<file path="src/design/drl_pkg.sv">
package drl_pkg;

  localparam int unsigned FrameWidth = 21;
  localparam int unsigned IndexWidth = 20;
  localparam int unsigned CodeWidth = 8;
  localparam int unsigned RunWidth = 8;
  localparam int unsigned LowWidth = 6;
  localparam int unsigned SkipWidth = 15;
  localparam int unsigned MaxWidth = 25;

  localparam int unsigned MAX_FRAME_PIXELS_DEFAULT = 1048576;
  localparam logic [FrameWidth-1:0] FRAME_PIXELS_RESET = 21'd76800;

  localparam logic [CodeWidth-1:0] SHORT_SKIP_BASE = 8'd128;
  localparam logic [CodeWidth-1:0] LONG_SKIP_BASE = 8'd192;
  localparam logic [CodeWidth-1:0] SHORT_SKIP_BIAS = 8'd125;
  localparam logic [SkipWidth-1:0] LONG_SKIP_BIAS = 15'd3;

  typedef enum logic [1:0] {
    CLS_LITERAL,
    CLS_SHORT_SKIP,
    CLS_LONG_SKIP
  } code_class_t;

  typedef struct packed {
    logic                 start;
    logic [CodeWidth-1:0] code;
    code_class_t          cls;
    logic [RunWidth-1:0]  run;
  } item_t;

  typedef struct packed {
    logic                  write_enable;
    logic [IndexWidth-1:0] pixel_index;
    logic [CodeWidth-1:0]  pixel_value;
    logic                  frame_done;
  } result_t;

endpackage

</file>
<file path="src/design/drl_front.sv">
module drl_front (
  input  logic                          frame_start,
  input  logic [drl_pkg::CodeWidth-1:0] code_byte,
  output drl_pkg::item_t                item
);

  // Classify the byte as a control byte; the back end decides whether it is one.
  always_comb begin
    item.start = frame_start;
    item.code = code_byte;
    if (code_byte >= drl_pkg::LONG_SKIP_BASE) begin
      item.cls = drl_pkg::CLS_LONG_SKIP;
      item.run = '0;
    end else if (code_byte >= drl_pkg::SHORT_SKIP_BASE) begin
      item.cls = drl_pkg::CLS_SHORT_SKIP;
      item.run = code_byte - drl_pkg::SHORT_SKIP_BIAS;
    end else begin
      item.cls = drl_pkg::CLS_LITERAL;
      item.run = code_byte + 8'd1;
    end
  end

endmodule

</file>
<file path="src/design/drl_queue.sv">
module drl_queue (
  input  logic           clk,
  input  logic           rst,
  input  logic           push,
  input  drl_pkg::item_t push_item,
  output logic           full,
  input  logic           pop,
  output logic           head_valid,
  output drl_pkg::item_t head_item
);

  drl_pkg::item_t slots [2];
  logic           wr_ptr;
  logic           rd_ptr;
  logic [1:0]     count;

  assign full = (count == 2'd2);
  assign head_valid = (count != 2'd0);
  assign head_item = slots[rd_ptr];

  always_ff @(posedge clk) begin
    if (push) begin
      slots[wr_ptr] <= push_item;
    end
  end

  always_ff @(posedge clk) begin
    if (rst) begin
      wr_ptr <= 1'b0;
      rd_ptr <= 1'b0;
      count <= 2'd0;
    end else begin
      if (push) begin
        wr_ptr <= ~wr_ptr;
      end
      if (pop) begin
        rd_ptr <= ~rd_ptr;
      end
      case ({push, pop})
        2'b10: count <= count + 2'd1;
        2'b01: count <= count - 2'd1;
        default: count <= count;
      endcase
    end
  end

endmodule

</file>
<file path="src/design/drl_back.sv">
module drl_back #(
  parameter int unsigned MAX_FRAME_PIXELS = drl_pkg::MAX_FRAME_PIXELS_DEFAULT
) (
  input  logic                           clk,
  input  logic                           rst,
  input  logic [drl_pkg::FrameWidth-1:0] frame_pixels,
  input  logic                           head_valid,
  input  drl_pkg::item_t                 head_item,
  output logic                           pop,
  output logic                           out_valid,
  input  logic                           out_stall,
  output drl_pkg::result_t               result
);

  localparam logic [drl_pkg::MaxWidth-1:0] MaxPixels = drl_pkg::MaxWidth'(MAX_FRAME_PIXELS);

  typedef enum logic [1:0] {
    MODE_CONTROL,
    MODE_SKIP_HIGH,
    MODE_LITERAL,
    MODE_DONE
  } mode_t;

  mode_t                         mode;
  logic [drl_pkg::FrameWidth-1:0] position;
  logic [drl_pkg::RunWidth-1:0]   literal_left;
  logic [drl_pkg::LowWidth-1:0]   skip_low_part;

  mode_t                          mode_next;
  logic [drl_pkg::FrameWidth-1:0] position_next;
  logic [drl_pkg::RunWidth-1:0]   literal_left_next;
  logic [drl_pkg::LowWidth-1:0]   skip_low_part_next;
  logic                           out_valid_next;
  drl_pkg::result_t               result_next;

  mode_t                          cur_mode;
  logic [drl_pkg::FrameWidth-1:0] cur_position;
  logic [drl_pkg::RunWidth-1:0]   cur_left;
  logic [drl_pkg::LowWidth-1:0]   cur_low;
  logic [drl_pkg::FrameWidth-1:0] limit;
  logic [drl_pkg::SkipWidth-1:0]  skip_count;
  logic [drl_pkg::FrameWidth:0]   skip_sum;
  logic [drl_pkg::FrameWidth:0]   step_sum;
  logic [drl_pkg::RunWidth-1:0]   left_dec;
  logic                           last_pixel;

  assign pop = head_valid && (!out_valid || !out_stall);

  // Clamp the frame size into 1..MAX_FRAME_PIXELS.
  always_comb begin
    if (frame_pixels == '0) begin
      limit = drl_pkg::FrameWidth'(1);
    end else if ({4'b0, frame_pixels} > MaxPixels) begin
      limit = MaxPixels[drl_pkg::FrameWidth-1:0];
    end else begin
      limit = frame_pixels;
    end
  end

  // A frame start clears the decode state before the byte is taken.
  always_comb begin
    if (head_item.start) begin
      cur_mode = MODE_CONTROL;
      cur_position = '0;
      cur_left = '0;
      cur_low = '0;
    end else begin
      cur_mode = mode;
      cur_position = position;
      cur_left = literal_left;
      cur_low = skip_low_part;
    end
  end

  always_comb begin
    if (cur_mode == MODE_SKIP_HIGH) begin
      skip_count = {1'b0, head_item.code, 6'b0} + {9'b0, cur_low} + drl_pkg::LONG_SKIP_BIAS;
    end else begin
      skip_count = {7'b0, head_item.run};
    end
    skip_sum = {1'b0, cur_position} + {7'b0, skip_count};
    step_sum = {1'b0, cur_position} + 22'd1;
    left_dec = cur_left - 8'd1;
    last_pixel = (step_sum >= {1'b0, limit});
  end

  // Next decode state; the output register drains when the receiver takes it.
  always_comb begin
    mode_next = mode;
    position_next = position;
    literal_left_next = literal_left;
    skip_low_part_next = skip_low_part;
    out_valid_next = out_valid && out_stall;
    result_next = result;
    if (pop) begin
      mode_next = cur_mode;
      position_next = cur_position;
      literal_left_next = cur_left;
      skip_low_part_next = cur_low;
      case (cur_mode)
        MODE_CONTROL, MODE_SKIP_HIGH: begin
          if (cur_mode == MODE_CONTROL && head_item.cls == drl_pkg::CLS_LONG_SKIP) begin
            skip_low_part_next = head_item.code[drl_pkg::LowWidth-1:0];
            mode_next = MODE_SKIP_HIGH;
          end else if (cur_mode == MODE_CONTROL && head_item.cls == drl_pkg::CLS_LITERAL) begin
            literal_left_next = head_item.run;
            mode_next = MODE_LITERAL;
          end else if (skip_sum >= {1'b0, limit}) begin
            // skip runs off the end: stop at the frame size, send a notice
            position_next = limit;
            mode_next = MODE_DONE;
            out_valid_next = 1'b1;
            result_next = '{write_enable: 1'b0, pixel_index: '0, pixel_value: '0,
                            frame_done: 1'b1};
          end else begin
            position_next = skip_sum[drl_pkg::FrameWidth-1:0];
            mode_next = MODE_CONTROL;
          end
        end
        MODE_LITERAL: begin
          position_next = step_sum[drl_pkg::FrameWidth-1:0];
          literal_left_next = left_dec;
          if (last_pixel) begin
            mode_next = MODE_DONE;
          end else if (left_dec == '0) begin
            mode_next = MODE_CONTROL;
          end
          out_valid_next = 1'b1;
          result_next = '{write_enable: 1'b1,
                          pixel_index: cur_position[drl_pkg::IndexWidth-1:0],
                          pixel_value: head_item.code,
                          frame_done: last_pixel};
        end
        default: begin
          mode_next = MODE_DONE;
        end
      endcase
    end
  end

  always_ff @(posedge clk) begin
    if (rst) begin
      mode <= MODE_CONTROL;
      position <= '0;
      literal_left <= '0;
      skip_low_part <= '0;
      out_valid <= 1'b0;
      result <= '0;
    end else begin
      mode <= mode_next;
      position <= position_next;
      literal_left <= literal_left_next;
      skip_low_part <= skip_low_part_next;
      out_valid <= out_valid_next;
      result <= result_next;
    end
  end

endmodule

</file>
<file path="src/design/delta_rle_frame_decoder.sv">
// A coded byte is written into the queue when it is accepted; its result item then moves
//   through the decode unit into the output register once the output side can take it.
// Throughput: one coded byte per cycle unless the output stalls, set by the back-end position update.
// Reset (rst, synchronous): queue empty, output invalid, decoder expects a control byte
//   at position 0, frame_pixels returns to 76800.
module delta_rle_frame_decoder #(
  parameter int unsigned MAX_FRAME_PIXELS = drl_pkg::MAX_FRAME_PIXELS_DEFAULT
) (
  input  logic                            clk,
  input  logic                            rst,
  // frame size register
  input  logic                            cfg_write_enable,
  input  logic [drl_pkg::FrameWidth-1:0]  cfg_write_data,
  // coded byte stream
  input  logic                            in_valid,
  output logic                            in_stall,
  input  logic                            frame_start,
  input  logic [drl_pkg::CodeWidth-1:0]   code_byte,
  // pixel writes and completion notices
  output logic                            out_valid,
  input  logic                            out_stall,
  output logic                            write_enable,
  output logic [drl_pkg::IndexWidth-1:0]  pixel_index,
  output logic [drl_pkg::CodeWidth-1:0]   pixel_value,
  output logic                            frame_done
);

  logic [drl_pkg::FrameWidth-1:0] frame_pixels;

  drl_pkg::item_t   front_item;
  drl_pkg::item_t   head_item;
  drl_pkg::result_t result;
  logic             queue_full;
  logic             head_valid;
  logic             pop;
  logic             push;

  // Frame size; the user must write it only while the decoder is idle; the block does not enforce this.
  always_ff @(posedge clk) begin
    if (rst) begin
      frame_pixels <= drl_pkg::FRAME_PIXELS_RESET;
    end else if (cfg_write_enable) begin
      frame_pixels <= cfg_write_data;
    end
  end

  // Front end: take a byte whenever the queue has room, independent of the output side.
  assign in_stall = queue_full;
  assign push = in_valid && !queue_full;

  drl_front u_front (
    .frame_start (frame_start),
    .code_byte   (code_byte),
    .item        (front_item)
  );

  // Two entries decouple the input handshake from output back-pressure; in steady
  // flow the queue holds at most one item, so input never stalls unless the output does.
  drl_queue u_queue (
    .clk        (clk),
    .rst        (rst),
    .push       (push),
    .push_item  (front_item),
    .full       (queue_full),
    .pop        (pop),
    .head_valid (head_valid),
    .head_item  (head_item)
  );

  // Back end: mode, position and run counters; one queued byte per cycle while
  // the output register is free or draining.
  drl_back #(
    .MAX_FRAME_PIXELS (MAX_FRAME_PIXELS)
  ) u_back (
    .clk          (clk),
    .rst          (rst),
    .frame_pixels (frame_pixels),
    .head_valid   (head_valid),
    .head_item    (head_item),
    .pop          (pop),
    .out_valid    (out_valid),
    .out_stall    (out_stall),
    .result       (result)
  );

  assign write_enable = result.write_enable;
  assign pixel_index = result.pixel_index;
  assign pixel_value = result.pixel_value;
  assign frame_done = result.frame_done;

endmodule
</file>
<file path="config.mk">
export PLATFORM = sky130hd
export DESIGN_NAME = delta_rle_frame_decoder
export DESIGN_NICKNAME = d
export VERILOG_FILES = /design/src/design/drl_pkg.sv /design/src/design/drl_front.sv /design/src/design/drl_queue.sv /design/src/design/drl_back.sv /design/src/design/delta_rle_frame_decoder.sv
export SDC_FILE = /design/constraint.sdc
export NUM_CORES = 1
export LEC_CHECK = 0
export ABC_AREA = 1
export BUFFER_PORTS_ARGS = -buffer_cell sky130_fd_sc_hd__buf_2
export CAP_MARGIN = 10
export CORE_ASPECT_RATIO = 1.5
export CORE_MARGIN = 1
export CORE_UTILIZATION = 34
export CTS_BUF_LIST = sky130_fd_sc_hd__clkbuf_4 sky130_fd_sc_hd__clkbuf_8
export DETAILED_ROUTE_END_ITERATION = 8
export PLACE_DENSITY = 0.53
export SLEW_MARGIN = 10
export SYNTH_ARGS = -nofsm -noshare
export SYNTH_HDL_FRONTEND = slang
export SYNTH_SLANG_ARGS = --single-unit
</file>
<file path="constraint.sdc">
create_clock -name clk -period 11.3 [get_ports clk]
set_clock_uncertainty 0.05 [all_clocks]
set_input_delay 2.26 -clock clk [delete_from_list [all_inputs] [get_ports clk]]
set_output_delay 2.26 -clock clk [all_outputs]
set_load 0.005 [all_outputs]
</file>
# After elaboration in Yosys (flattened, before gate mapping)
# Memory sizes are Yosys's and may differ from the RTL's. A register that Yosys moved wholly into a read port is not among the register bits.
# Index checks and enable logic that the tools add are counted.
# word_totals
regBits	93
ram_bits	38
in_bits	35
elab_cells	95
memories	1
# mem_list
name	depth	word_bits	read_ports	rd_clocked_by_memory_dff	wr	line	rtl
u_queue.slots	2	19	1	1	1	drl_queue.sv:12	drl_pkg::item_t slots [2];
# classes
addsub	9
magnitude_cmp	5
eq_ne	9
n_mux	38
n_bitwise	2
reduce_logical	18
# ops
cell	count
two-way mux 21 bit	6
two-way mux 30 bit	3
case mux 30 bit (2 select lines)	1
>= comparator 22 x 21 -> 1 bit	2
case mux 21 bit (2 select lines)	1
two-way mux 8 bit	3
adder 21 x 1 -> 22 bit, second input constant	1
adder 21 x 15 -> 22 bit	1
greater-than comparator 21 bit, second input constant	1
logical NOT 21 bit	1
two-way mux 6 bit	3
>= comparator 8 bit, second input constant	2
case mux 8 bit (2 select lines)	1
adder 14 x 6 -> 15 bit	1
adder 15 x 2 -> 15 bit, second input constant	1
two-way mux 15 bit	1
two-way mux 2 bit	6
two-way mux 10 bit	1
two-way mux 9 bit	1
adder 8 x 1 -> 8 bit, second input constant	1
== test 2 bit, second input constant	4
logical NOT 8 bit	1
two-way mux 1 bit	8
case mux 2 bit (2 select lines)	2
16 further kinds	28

# Longest topological paths before layout
# depth
ltp_word	11
depth_mapped	44
mapped_depth_nobuf	42

# Modules after synthesis
# A second synthesis with hierarchy kept.
# hier_totals
hier_cells	1392
hier_area_um2	9791.9
# modules_own_cells
module	instances	cells_per_inst	area_per_inst_um2	seq_area_each_um2
drl_back	1	1119	7028.0	1361.3
drl_queue	1	92	1649.1	1241.2
delta_rle_frame_decoder	1	128	843.3	420.4
drl_front	1	53	271.5	0.0

# Least setup slack after synthesis
# OpenSTA, ideal clock, no wires.
# synth_path
kind	reg-to-reg
from	memory u_queue.slots[0][18] (netlist bit)
to	register u_back.position[15] (netlist bit)
setup_time_ns	0.117
arrival_ns	4.815
path_slack_ns	6.318
stages_incl_launch_ff	41
n_path_buf	4
synth_period_minus_slack_ns	4.982
path_cell_list	edfxtp_1 -> nand2_8 -> nand2_4 -> buf_6 -> buf_2 -> nor2_1 -> inv_1 -> ha_1 -> nor3_2 -> nand3_1 -> nor3_2 -> nand2_1 -> inv_1 -> nand2_1 -> a221oi_1 -> ha_1 -> nand2_1 -> inv_1 -> [... 5 more ...] -> ha_1 -> nand2_1 -> nor2_1 -> nand2_1 -> nor2_1 -> nor2_1 -> nand3_1 -> nand2_1 -> nand2_1 -> nand2_1 -> nand2_1 -> buf_6 -> buf_2 -> nand3_1 -> nand2_1 -> nand2_1 -> a21oi_1 -> nor2_1
# synth_rtl
element	line	rtl
from (decl)	drl_queue.sv:12	
to (signal assigned)	drl_back.sv:151	position <= position_next;
to (decl)	drl_back.sv:25	logic [drl_pkg::FrameWidth-1:0] position;

==> results.ini <==
[clock_network]
h-tree-depth=4
cts_tree=built
clkTransAtPathRegs_ns=0.08
clockBufferDepth=2
numCtsBuffers=17
post_cts_buffers=0
ctsHoldBuffers=0
cts-resized-gates=0
cts-root-buf=clkbuf_8
insertion_delay_ns=0.49
cts_sinks=132

[sta]
period_share_pct=62.4
post-route-min-period_ns=7.06
setup_viol=0
finalSetupTns_ns=0
rsz0062_at_grt=no
max_freq_ghz=0.142
finalHoldViolCount=0
final-max-slew-violation-count=0
finalWorstSetupSlack_ns=4.24
holdWs_ns=0.415
relSlewSlack_pct=46.3
worstMarginPinSlew_ns=0.801

[logic_synthesis]
async_flop_share_pct=0
synth_area_mm2=0.00943
synth-edff-count=38
synth_largest_area_cell=dfxtp_1
synth_top_flop_cell=dfxtp_1
netlist-cell-type-count=51
synth.area.top_cells=dfxtp_1 20%, nand2_1 13%, edfxtp_1 12%, ha_1 8.4%, inv_1 6.4%
synth_warnings=0
synth_top_area_share_pct=20.0
avgSynthCellArea_um2=6.87
post-synth-top-count-cell=nand2_1
synth_common_cells=316 x nand2_1, 162 x inv_1, 148 x nor2_1, 115 x o21ai_0, 108 x a21oi_1
ys_ff_latch=132
syn_inst=1372
synth-seq-area-share_pct=32.1
synth.net_count=1472

[worst_setup_path]
crit_top_cell=nand2_1
reg2reg_to=u_back.result[12]$_SDFFE_PP0P_
cp_slowest_stage_delay_ns=0.61
critPathSlowestCell=nor2_1
path_class=flop to flop
crit_fanout=32
start_kind=flop
arrival_ns=7.34
reg2reg_depth=37
r2r_setup_slack_ns=4.24
cp.required_ns=11.58
cp-end-kind=flop

[route]
maxUsedRoutingLayer=met4
initialDrtViolationCount=499
dr.pass1.iters=6
wl_mm=29.9
wl_met3_mm=1.14
vias=9045
wl_met2_mm=15.1
ant_nets=0
met1_length_mm=12.3
via_per_inst=5.13
wire_per_inst_um=17.0
route.detailed.drc=0

[layout]
area_delta_synth_final_pct=10.1
antenna_cells=0
fill_cells=2995
drive_gt1_share_pct=10.7
nets=1509

[global_route]
antenna_found_initial=0
grt_pass1_wl_mm=46.7
grt_util_all_layers_pct=21.9
grt_pass1_vias=8737
overflow=0
grt_max_degree=54

[job]
cap_viol_max_count=0

[worst_hold_path]
hold_path_depth=2
holdCritPathClass=flop to flop
min-delay-start=u_back.result[29]$_SDFFE_PP0P_
whs_endpoint=u_back.result[29]$_SDFFE_PP0P_

[pwr]
ir_worst_vdd_mv=0.107
power.density_mw_per_mm2=254
p_leak_uw=0.00479

[die]
die_w_um=138
start_util_pct=34.6
ioPinCount=67
chipHeight_um=206
fp.coreArea_mm2=0.0272
rows=74
die_area_mm2=0.0284

[run_status]
status=completed

[placed_design]
hpwl_mm=22.8
pre_cts_ws_ns=4.26
port_buffers=66
gp_congestion=0.939

flip-flops by register name (all words and copies together), names as in the netlist, 2 cells and up, named ones only:
| register | cells |
|---|---|
| u_back.mode | 2 |
| u_back.literal_left | 8 |
| u_queue.count | 2 |
| frame_pixels | 21 |
| u_queue.slots | 38 |
| u_back.skip_low_part | 6 |
| u_back.result | 30 |
| u_back.position | 21 |
final cells by class:
cell class	count	area, um2	area share, %
multi-input combinational	1009	5480	52.8
tap	342	428	4.12
inverter	174	656	6.31
clock inverter	13	150	1.45
sequential	132	3020	29.1
timing repair buffer	75	398	3.83
clock buffer	19	249	2.40
per-layer routing:
metal / vias up / GRT usage, %
met1: 4146 / 24.8
met5: - / 0
li1: 4601 / -
met3: 64 / 3.41
met4: 0 / 11.2
met2: 234 / 39.0
through the flow:
stage | std cells | power [uW] | area [um2] | utilization [%]
floorplan | 1372 | 1820 | 9430 | -
CTS | 1764 | 2650 | 10400 | 38.2
detailed placement | 1732 | 2220 | 9990 | 36.7
global route | 1764 | 2890 | 10400 | 38.2
global placement | 1732 | 2210 | 9990 | 36.7
finish | 1764 | 2640 | 10400 | 38.2
worst max-delay path by stage:
stage                                    from                                to  slack [ns]
2_1_floorplan  u_queue.slots[0][18]$_DFFE_PP_  u_back.position[15]$_SDFFE_PP0P_        6.32
3_3_place_gp                             flop     u_back.result[9]$_SDFFE_PP0P_        4.49
3_5_place_dp                             flop    u_back.result[10]$_SDFFE_PP0P_        4.26
4_1_cts                                  flop    u_back.result[12]$_SDFFE_PP0P_        4.24
5_1_grt                                  flop    u_back.result[15]$_SDFFE_PP0P_        3.54
6_report                                 flop    u_back.result[12]$_SDFFE_PP0P_        4.24
critical path: cells and delay by family (launching register included):
| kind | cells | cell delay (ns) |
|---|---|---|
| xor+xnor | 1 | 0.27 |
| flops | 1 | 0.32 |
| fa+ha+maj | 2 | 0.61 |
| simple gates | 23 | 3.27 |
| compound gates | 4 | 0.51 |
| buf+inv | 7 | 1.79 |
power by group:
part	switching, uW	internal (uW)
logic	1070	489
registers	65.2	587
clock network	220	204
kinds of logic (layout without fill, tap and decap cells):
logic type	Yosys count	in the layout	share of synthesized area [%]
AND/OR/NAND/NOR	628	628	29.2
AO/OA/AOI/OAI	261	261	14.7
buffers and inverters	231	281	9.88
flip-flops	132	132	32.1
adder cells (fa/ha/maj)	65	65	8.78
XOR/XNOR	42	42	3.98
multiplexers	13	13	1.38
cells in the final DEF (no fill, tap or decap), drive strengths merged, types with 3 or more instances in the layout:
| cell | n |
|---|---|
| nand2 | 322 |
| inv | 175 |
| nor2 | 158 |
| o21ai | 122 |
| a21oi | 109 |
| dfxtp | 94 |
| buf | 75 |
| nand3 | 70 |
| ha | 63 |
| nand4 | 46 |
| edfxtp | 38 |
| xor2 | 30 |
| clkbuf | 19 |
| nor3 | 14 |
| mux2i | 13 |
| xnor2 | 12 |
| or2 | 9 |
| a31oi | 9 |
| nor4 | 5 |
| o211ai | 5 |
| clkinvlp | 5 |
| clkinv | 5 |
| o22ai | 3 |
| a22oi | 3 |
No activity file was read; power rests on OpenSTA's default activity.
